### src/hdl/hlpc_pkg.sv
// Package for the heading lock controller: types, register indexes, status codes.
package hlpc_pkg;

    // Angle width is fixed by the heading fields (one turn = 2^ANGLE_BITS)
    localparam int ANGLE_BITS        = 16;
    localparam int LOCK_RUN_DEF      = 2;
    localparam int CFG_IDX_BITS      = 3;
    localparam int CFG_DATA_BITS     = 16;

    // Register indexes on the configuration port
    localparam logic [CFG_IDX_BITS-1:0] REG_TARGET    = 3'd0;
    localparam logic [CFG_IDX_BITS-1:0] REG_TOLERANCE = 3'd1;
    localparam logic [CFG_IDX_BITS-1:0] REG_KP_GAIN   = 3'd2;
    localparam logic [CFG_IDX_BITS-1:0] REG_CAP       = 3'd3;
    localparam logic [CFG_IDX_BITS-1:0] REG_FLOOR     = 3'd4;
    localparam logic [CFG_IDX_BITS-1:0] REG_MAX_TICKS = 3'd5;

    // Lock status codes
    localparam logic [1:0] STAT_DRIVE   = 2'd0;
    localparam logic [1:0] STAT_LOCKED  = 2'd1;
    localparam logic [1:0] STAT_TIMEOUT = 2'd2;
    localparam logic [1:0] STAT_IDLE    = 2'd3;

    // Register reset values
    localparam logic [15:0] TARGET_RST    = 16'd0;
    localparam logic [8:0]  TOLERANCE_RST = 9'd455;
    localparam logic [15:0] KP_GAIN_RST   = 16'd1608;
    localparam logic [14:0] CAP_RST       = 15'd3277;
    localparam logic [14:0] FLOOR_RST     = 15'd901;
    localparam logic [11:0] MAX_TICKS_RST = 12'd125;

    typedef struct packed {
        logic [ANGLE_BITS-1:0] target_heading;
        logic [8:0]            heading_tolerance;
        logic [15:0]           kp_gain;
        logic [14:0]           rate_cap;
        logic [14:0]           omega_floor;
        logic [11:0]           max_lock_ticks;
    } t_cfg;

    typedef struct packed {
        logic [ANGLE_BITS-1:0] measured_heading;
        logic                  restart;
    } t_in_beat;

    typedef struct packed {
        logic signed [15:0] omega_cmd;
        logic [1:0]         lock_status;
    } t_out_beat;

endpackage

### src/hdl/hlpc_cfg_regs.sv
// Configuration register file of the heading lock controller.
module hlpc_cfg_regs (
    input  logic                                i_clk,
    input  logic                                i_rst_n,
    input  logic                                i_cfg_valid,
    input  logic [hlpc_pkg::CFG_IDX_BITS-1:0]   i_cfg_index,
    input  logic [hlpc_pkg::CFG_DATA_BITS-1:0]  i_cfg_data,
    output hlpc_pkg::t_cfg                      o_cfg
);

    hlpc_pkg::t_cfg r_cfg;

    // Register writes; unknown indexes are dropped
    always_ff @(posedge i_clk) begin
        if (!i_rst_n) begin
            r_cfg.target_heading    <= hlpc_pkg::TARGET_RST;
            r_cfg.heading_tolerance <= hlpc_pkg::TOLERANCE_RST;
            r_cfg.kp_gain           <= hlpc_pkg::KP_GAIN_RST;
            r_cfg.rate_cap          <= hlpc_pkg::CAP_RST;
            r_cfg.omega_floor       <= hlpc_pkg::FLOOR_RST;
            r_cfg.max_lock_ticks    <= hlpc_pkg::MAX_TICKS_RST;
        end else if (i_cfg_valid) begin
            case (i_cfg_index)
                hlpc_pkg::REG_TARGET:    r_cfg.target_heading    <= i_cfg_data[15:0];
                hlpc_pkg::REG_TOLERANCE: r_cfg.heading_tolerance <= i_cfg_data[8:0];
                hlpc_pkg::REG_KP_GAIN:   r_cfg.kp_gain           <= i_cfg_data[15:0];
                hlpc_pkg::REG_CAP:       r_cfg.rate_cap          <= i_cfg_data[14:0];
                hlpc_pkg::REG_FLOOR:     r_cfg.omega_floor       <= i_cfg_data[14:0];
                hlpc_pkg::REG_MAX_TICKS: r_cfg.max_lock_ticks    <= i_cfg_data[11:0];
                default: ;
            endcase
        end
    end

    assign o_cfg = r_cfg;

endmodule

### src/hdl/hlpc_law.sv
// Proportional law: wrapped heading error, tolerance check, scaled and limited rate.
module hlpc_law (
    input  hlpc_pkg::t_cfg                        i_cfg,
    input  logic [hlpc_pkg::ANGLE_BITS-1:0]       i_heading,
    output logic                                  o_in_tol,
    output logic signed [15:0]                    o_omega
);

    localparam int AB = hlpc_pkg::ANGLE_BITS;
    localparam int PW = AB + 18;     // product width: error (AB+1) times gain (17)
    localparam int SW = PW - 12;     // width after the Q12 shift

    logic [AB-1:0]        diff;
    logic signed [AB:0]   err;
    logic [AB:0]          abs_err;
    logic signed [PW-1:0] prod;
    logic signed [SW-1:0] raw;
    logic signed [SW-1:0] cap_pos;
    logic signed [SW-1:0] cap_neg;
    logic signed [SW-1:0] flr_pos;
    logic signed [SW-1:0] clamped;
    logic signed [SW-1:0] mag;
    logic signed [SW-1:0] final_w;

    // Modular difference, mapped into (-half turn, +half turn]
    always_comb begin
        diff = i_heading;
        diff = i_cfg.target_heading - i_heading;
        if (diff > {1'b1, {(AB-1){1'b0}}}) begin
            err = $signed({1'b1, diff});
        end else begin
            err = $signed({1'b0, diff});
        end
        abs_err = err[AB] ? (AB+1)'(-err) : err;
    end

    assign o_in_tol = abs_err <= (AB+1)'(i_cfg.heading_tolerance);

    // Rate: (err * gain) >>> 12, then clamp to cap, then raise to floor
    always_comb begin
        prod    = PW'(err) * $signed({{(PW-17){1'b0}}, 1'b0, i_cfg.kp_gain});
        raw     = prod[PW-1:12];
        cap_pos = $signed(SW'(i_cfg.rate_cap));
        cap_neg = -cap_pos;
        flr_pos = $signed(SW'(i_cfg.omega_floor));
        if (raw > cap_pos) begin
            clamped = cap_pos;
        end else if (raw < cap_neg) begin
            clamped = cap_neg;
        end else begin
            clamped = raw;
        end
        mag = clamped[SW-1] ? -clamped : clamped;
        if (mag < flr_pos) begin
            final_w = clamped[SW-1] ? -flr_pos : flr_pos;
        end else begin
            final_w = clamped;
        end
    end

    assign o_omega = final_w[15:0];

endmodule

### src/hdl/heading_lock_p_controller.sv
// Heading lock controller top: input register, session state, result register.
// A beat accepted into the input register moves on into the result register, with
// o_out_valid high, once the result register is free or being taken; a single
// multiply-and-clamp path sits between the two. Throughput: one beat per cycle while
// the output is not stalled; the session counters update per beat.
// Reset (i_rst_n low, synchronous): registers return to defaults, counters clear, idle.
module heading_lock_p_controller #(
    parameter int LOCK_RUN_LEN = hlpc_pkg::LOCK_RUN_DEF
) (
    input  logic                                i_clk,
    input  logic                                i_rst_n,
    input  logic                                i_in_valid,
    input  hlpc_pkg::t_in_beat                  i_in_beat,
    output logic                                o_in_stall,
    output logic                                o_out_valid,
    output hlpc_pkg::t_out_beat                 o_out_beat,
    input  logic                                i_out_stall,
    input  logic                                i_cfg_valid,
    output logic                                o_cfg_ready,
    input  logic [hlpc_pkg::CFG_IDX_BITS-1:0]   i_cfg_index,
    input  logic [hlpc_pkg::CFG_DATA_BITS-1:0]  i_cfg_data
);

    localparam logic [1:0] GOOD_NEED = 2'(LOCK_RUN_LEN);

    hlpc_pkg::t_cfg      cfg;
    hlpc_pkg::t_in_beat  r_in;
    logic                r_in_valid;
    hlpc_pkg::t_out_beat r_out;
    hlpc_pkg::t_out_beat n_out;
    logic                r_out_valid;
    logic [1:0]          r_good;
    logic [1:0]          n_good;
    logic [11:0]         r_elapsed;
    logic [11:0]         n_elapsed;
    logic                r_active;
    logic                n_active;
    logic                advance;
    logic                in_tol;
    logic signed [15:0]  omega;
    logic [1:0]          good_inc;

    hlpc_cfg_regs u_cfg (
        .i_clk       (i_clk),
        .i_rst_n     (i_rst_n),
        .i_cfg_valid (i_cfg_valid),
        .i_cfg_index (i_cfg_index),
        .i_cfg_data  (i_cfg_data),
        .o_cfg       (cfg)
    );

    hlpc_law u_law (
        .i_cfg     (cfg),
        .i_heading (r_in.measured_heading),
        .o_in_tol  (in_tol),
        .o_omega   (omega)
    );

    assign o_cfg_ready = 1'b1;

    // Pipeline moves when the result register is free or being taken
    assign advance    = !r_out_valid || !i_out_stall;
    assign o_in_stall = r_in_valid && !advance;

    // Input register
    always_ff @(posedge i_clk) begin
        if (!i_rst_n) begin
            r_in_valid <= 1'b0;
        end else if (!o_in_stall) begin
            r_in_valid <= i_in_valid;
        end
    end

    always_ff @(posedge i_clk) begin
        if (!o_in_stall && i_in_valid) begin
            r_in <= i_in_beat;
        end
    end

    // Session logic for the beat in the input register
    always_comb begin
        n_good    = r_good;
        n_elapsed = r_elapsed;
        n_active  = r_active;
        n_out.omega_cmd   = '0;
        n_out.lock_status = hlpc_pkg::STAT_IDLE;
        good_inc  = (r_good == 2'd3) ? r_good : r_good + 2'd1;
        if (r_in.restart) begin
            n_good    = '0;
            n_elapsed = '0;
            n_active  = 1'b1;
            good_inc  = 2'd1;
        end
        if (n_active) begin
            if (n_elapsed >= cfg.max_lock_ticks) begin
                n_active          = 1'b0;
                n_out.lock_status = hlpc_pkg::STAT_TIMEOUT;
            end else begin
                n_elapsed = n_elapsed + 12'd1;
                if (in_tol) begin
                    n_good = good_inc;
                end else begin
                    n_good = '0;
                end
                if (in_tol && good_inc >= GOOD_NEED) begin
                    n_active          = 1'b0;
                    n_out.lock_status = hlpc_pkg::STAT_LOCKED;
                end else begin
                    n_out.omega_cmd   = omega;
                    n_out.lock_status = hlpc_pkg::STAT_DRIVE;
                end
            end
        end
    end

    // Session state and result valid
    always_ff @(posedge i_clk) begin
        if (!i_rst_n) begin
            r_good      <= '0;
            r_elapsed   <= '0;
            r_active    <= 1'b0;
            r_out_valid <= 1'b0;
        end else if (advance) begin
            r_out_valid <= r_in_valid;
            if (r_in_valid) begin
                r_good    <= n_good;
                r_elapsed <= n_elapsed;
                r_active  <= n_active;
            end
        end
    end

    // Result register
    always_ff @(posedge i_clk) begin
        if (advance && r_in_valid) begin
            r_out <= n_out;
        end
    end

    assign o_out_valid = r_out_valid;
    assign o_out_beat  = r_out;

endmodule

### config.mk
export PLATFORM = sky130hd
export DESIGN_NAME = heading_lock_p_controller
export DESIGN_NICKNAME = d
export VERILOG_FILES = /design/src/hdl/hlpc_pkg.sv /design/src/hdl/hlpc_cfg_regs.sv /design/src/hdl/hlpc_law.sv /design/src/hdl/heading_lock_p_controller.sv
export SDC_FILE = /design/constraint.sdc
export NUM_CORES = 1
export LEC_CHECK = 0
export ABC_AREA = 1
export BUFFER_PORTS_ARGS = -buffer_cell sky130_fd_sc_hd__buf_2
export CORE_MARGIN = 2
export CORE_UTILIZATION = 66
export CTS_CLUSTER_SIZE = 10
export DETAILED_ROUTE_END_ITERATION = 16
export PLACE_DENSITY = 0.84
export SETUP_SLACK_MARGIN = 0.5
export SYNTH_ARGS = -nofsm -noshare
export SYNTH_HDL_FRONTEND = slang
export SYNTH_HIERARCHICAL = 1
export SYNTH_SLANG_ARGS = --single-unit
### constraint.sdc
create_clock -name i_clk -period 13.4 [get_ports i_clk]
set_input_delay 1.34 -clock i_clk [delete_from_list [all_inputs] [get_ports i_clk]]
set_output_delay 1.34 -clock i_clk [all_outputs]
set_load 0.005 [all_outputs]
==> metrics.yaml <==
status:
  outcome: "finished clean"
critical_path:
  worstPathRequired_ps: 13550
  cp.depth: 87
  critPathLaunch: "r_in[1]$_DFFE_PP_"
  critPathKind: "flip-flop to flip-flop"
  slowest_delay_ps: 570
  r2r_cells: 87
  end_kind: "flip-flop"
  critPathSlowestCell: "fa_2"
  r2r-start: "r_in[1]$_DFFE_PP_"
  crit_arrival_ps: 12730
  cp_top_family: "simple AND/OR/NAND/NOR gates"
  path_max_fanout: 8
  critPathBufInv: 13
  cp-start-kind: "flip-flop"
  crit_path_frequent_cell: "nand2_1"
die:
  die_h_um: 184
  start_util_pct: 67.5
  coreArea_mm2: 0.0317
  num_io_pins: 62
  die_area_mm2: 0.0339
  die_w_um: 184
  num_rows: 65
grt:
  met1_usage_pct: 52.0
  antenna_found_initial: 2
  grt.total_usage_pct: 39.2
  grt_pass1_wl_um: 102000
  grt_max_degree: 93
  overflow: 0
  grt.busiest_layer: "met2"
  grt_pass1_vias: 19557
  met3_usage_pct: 10.4
  use_met2_pct: 62.6
min_path:
  holdPathStages: 2
  min_path_type: "flip-flop to flip-flop"
  hp-start: "u_cfg/o_cfg[2]$_SDFFE_PN1P_"
layout:
  area_growth_pct: 12.5
  seqCellArea_mm2: 0.00305
  drive_gt1_share_pct: 15.3
  fin_cells: 3510
  nFillCells: 2438
  multiInputGateArea_mm2: 0.0160
  num-nets-final: 3579
clock_tree:
  clkLatencyLatePin_ps: 430
  cts_root_buf: "clkbuf_16"
  cts_tree: "built"
  cts_hold_buf: 0
  htree_levels: 4
  clock-sinks: 135
  cts_max_path_buffers: 2
  path_clk_slew_ps: 60
  numCtsBuffers: 17
sta:
  slew_violations: 0
  setup_viol: 0
  finalHoldViolations: 0
  rsz0062_at_grt: "true"
  skew_ps: 21.0
  setup_ws_ps: 821
  relSlewSlack_pct: 28.1
  fmax_ghz: 0.0795
  layout_min_cycle_time_ps: 12580
  period_share_pct: 93.9
  worst_pin_slew_ps: 1070
synthesis:
  synthFlopType: "dfxtp_1"
  synth-edff-count: 35
  syn_area_per_cell_um2: 7.19
  synthArstFlopShare_pct: 0
  yosysSeqAreaShare_pct: 14.3
  ys_types: 62
  syn_inst: 2977
  netlist_area_mm2: 0.0214
  yosys_warnings: 6
  ys_ff_latch: 135
  synth_nets: 3462
routing:
  drt_iter0_drc: 2396
  ant_nets: 0
  drcViolationCount: 0
  viasPerCell: 5.72
  detail_route.wl_per_cell_um: 19.0
  wirelength_um: 66800
  drtPass1Iterations: 6
  vias: 20087
placement:
  hpwl_um: 52000
  dp.cells: 3404
  place_congestion: 1.02
  place_ws_ps: -39.1
  io_buffers: 60
job:
  max_cap_viol_count: 0
[sequential cells by signal, indices dropped and copies added (netlist names)]
name,flops
r_in_valid,1
o_out_valid,1
u_cfg/o_cfg,83
r_good,2
r_active,1
o_out_beat,18
r_in,17
r_elapsed,12
[kinds of logic (layout without fill, tap and decap cells)]
family / Yosys count / in the layout / share of synthesized area (%)
simple gates: 1355 / 1357 / 27.7
flops: 135 / 135 / 14.3
fa+ha+maj: 444 / 444 / 35.3
other cells: 1 / 2 / 0.0175
xor+xnor: 90 / 90 / 3.68
buf+inv: 781 / 909 / 14.4
compound gates: 171 / 171 / 4.57
[tightest hold or removal path, delay by kind of cell (launching register included)]
kind	cells	cell delay (ps)
DFF	1	330
and+or+nand+nor	2	100
[metal layers]
layer / part of all wire [%] / wire length [um]
met2: 45 / 29800
met5: 0 / 0
met4: 4.2 / 2780
met3: 12 / 8140
met1: 39 / 26100
[through the flow]
| step | setup TNS (ps) | util (%) | area, um2 | hold WS (ps) |
|---|---|---|---|---|
| floorplan | 0 | - | 21400 | 429 |
| finish | 0 | 75.9 | 24100 | 463 |
| global route | 0 | 75.9 | 24100 | 498 |
| CTS | 0 | 71.7 | 22700 | 464 |
| detailed placement | -39.1 | 69.6 | 22100 | 448 |
| global placement | 0 | 69.6 | 22100 | 440 |
[placed cells by master (no fill, tap or decap), drive strengths merged, types with 4 or more instances in the layout]
cell type  Yosys  final
inv          685    683
nor3          18     18
o21ai         46     46
nor4           7      7
xor2          63     63
o21bai         7      7
nor2         401    401
a21o           5      5
nand3        209    209
dfxtp        100    100
edfxtp        35     35
xnor2         27     27
nand4         21     21
nand2        667    669
fa           267    267
clkbuf        38     20
ha           177    177
clkinvlp       0     10
a21oi         88     88
or2           12     12
buf           40    173
nor3b          4      4
a31o           4      4
clkinv        18     21
a31oi         10     10
nand3b         9      9
[cells in the mapped netlist, types with 8 or more instances]
master | count | share of area [%]
clkbuf_1 | 37 | 0.65
ha_1 | 177 | 10
nand3b_1 | 8 | 0.28
buf_4 | 13 | 0.46
xor2_1 | 63 | 2.6
buf_2 | 13 | 0.30
nand2_1 | 637 | 11
or2_2 | 8 | 0.23
inv_2 | 10 | 0.18
clkinv_1 | 18 | 0.32
nor2_2 | 18 | 0.53
dfxtp_1 | 100 | 9.4
fa_1 | 267 | 25
edfxtp_1 | 35 | 4.9
nor2_1 | 375 | 6.6
nand2_2 | 24 | 0.70
nand3_2 | 21 | 0.98
nand4_1 | 21 | 0.61
a31oi_1 | 10 | 0.29
a21oi_1 | 85 | 2.0
xnor2_1 | 27 | 1.1
inv_1 | 674 | 12
nand3_1 | 185 | 4.3
nor3_1 | 14 | 0.33
o21ai_0 | 42 | 0.98
nor2_4 | 8 | 0.42
[path summary, 6_finish.rpt]
| check | endpoint | slack (ps) |
|---|---|---|
| worst max register to register | o_out_beat[6]$_SDFFCE_PP0P_ | 820 |
| worst min-delay path | u_cfg/o_cfg[2]$_SDFFE_PN1P_ | 460 |
| worst min register to register | u_cfg/o_cfg[2]$_SDFFE_PN1P_ | 460 |
| worst max-delay path | o_out_beat[6]$_SDFFCE_PP0P_ | 820 |
[layout make-up]
| type | instances | area share [%] |
|---|---|---|
| well taps | 402 | 2.09 |
| inverters | 703 | 11.1 |
| clock buffers | 19 | 1.84 |
| repair buffers | 174 | 5.19 |
| clock inverters | 13 | 0.541 |
| diodes | 1 | 0.0104 |
| flip-flops and latches | 135 | 12.7 |
| multi-input cells | 2063 | 66.6 |
[what timing repair did]
| item | 4_1_cts | 5_1_grt |
|---|---|---|
| cloned | 0 | 3 |
| endpoints found under the setup margin | 16 | 16 |
| buffers inserted | 5 | 65 |
| resized for setup | 12 | 190 |
| pin swaps | 2 | 76 |
Power is left out: the tool's default activity adds up to more than one toggle a clock period on the data nets, which glitch-free logic cannot reach.
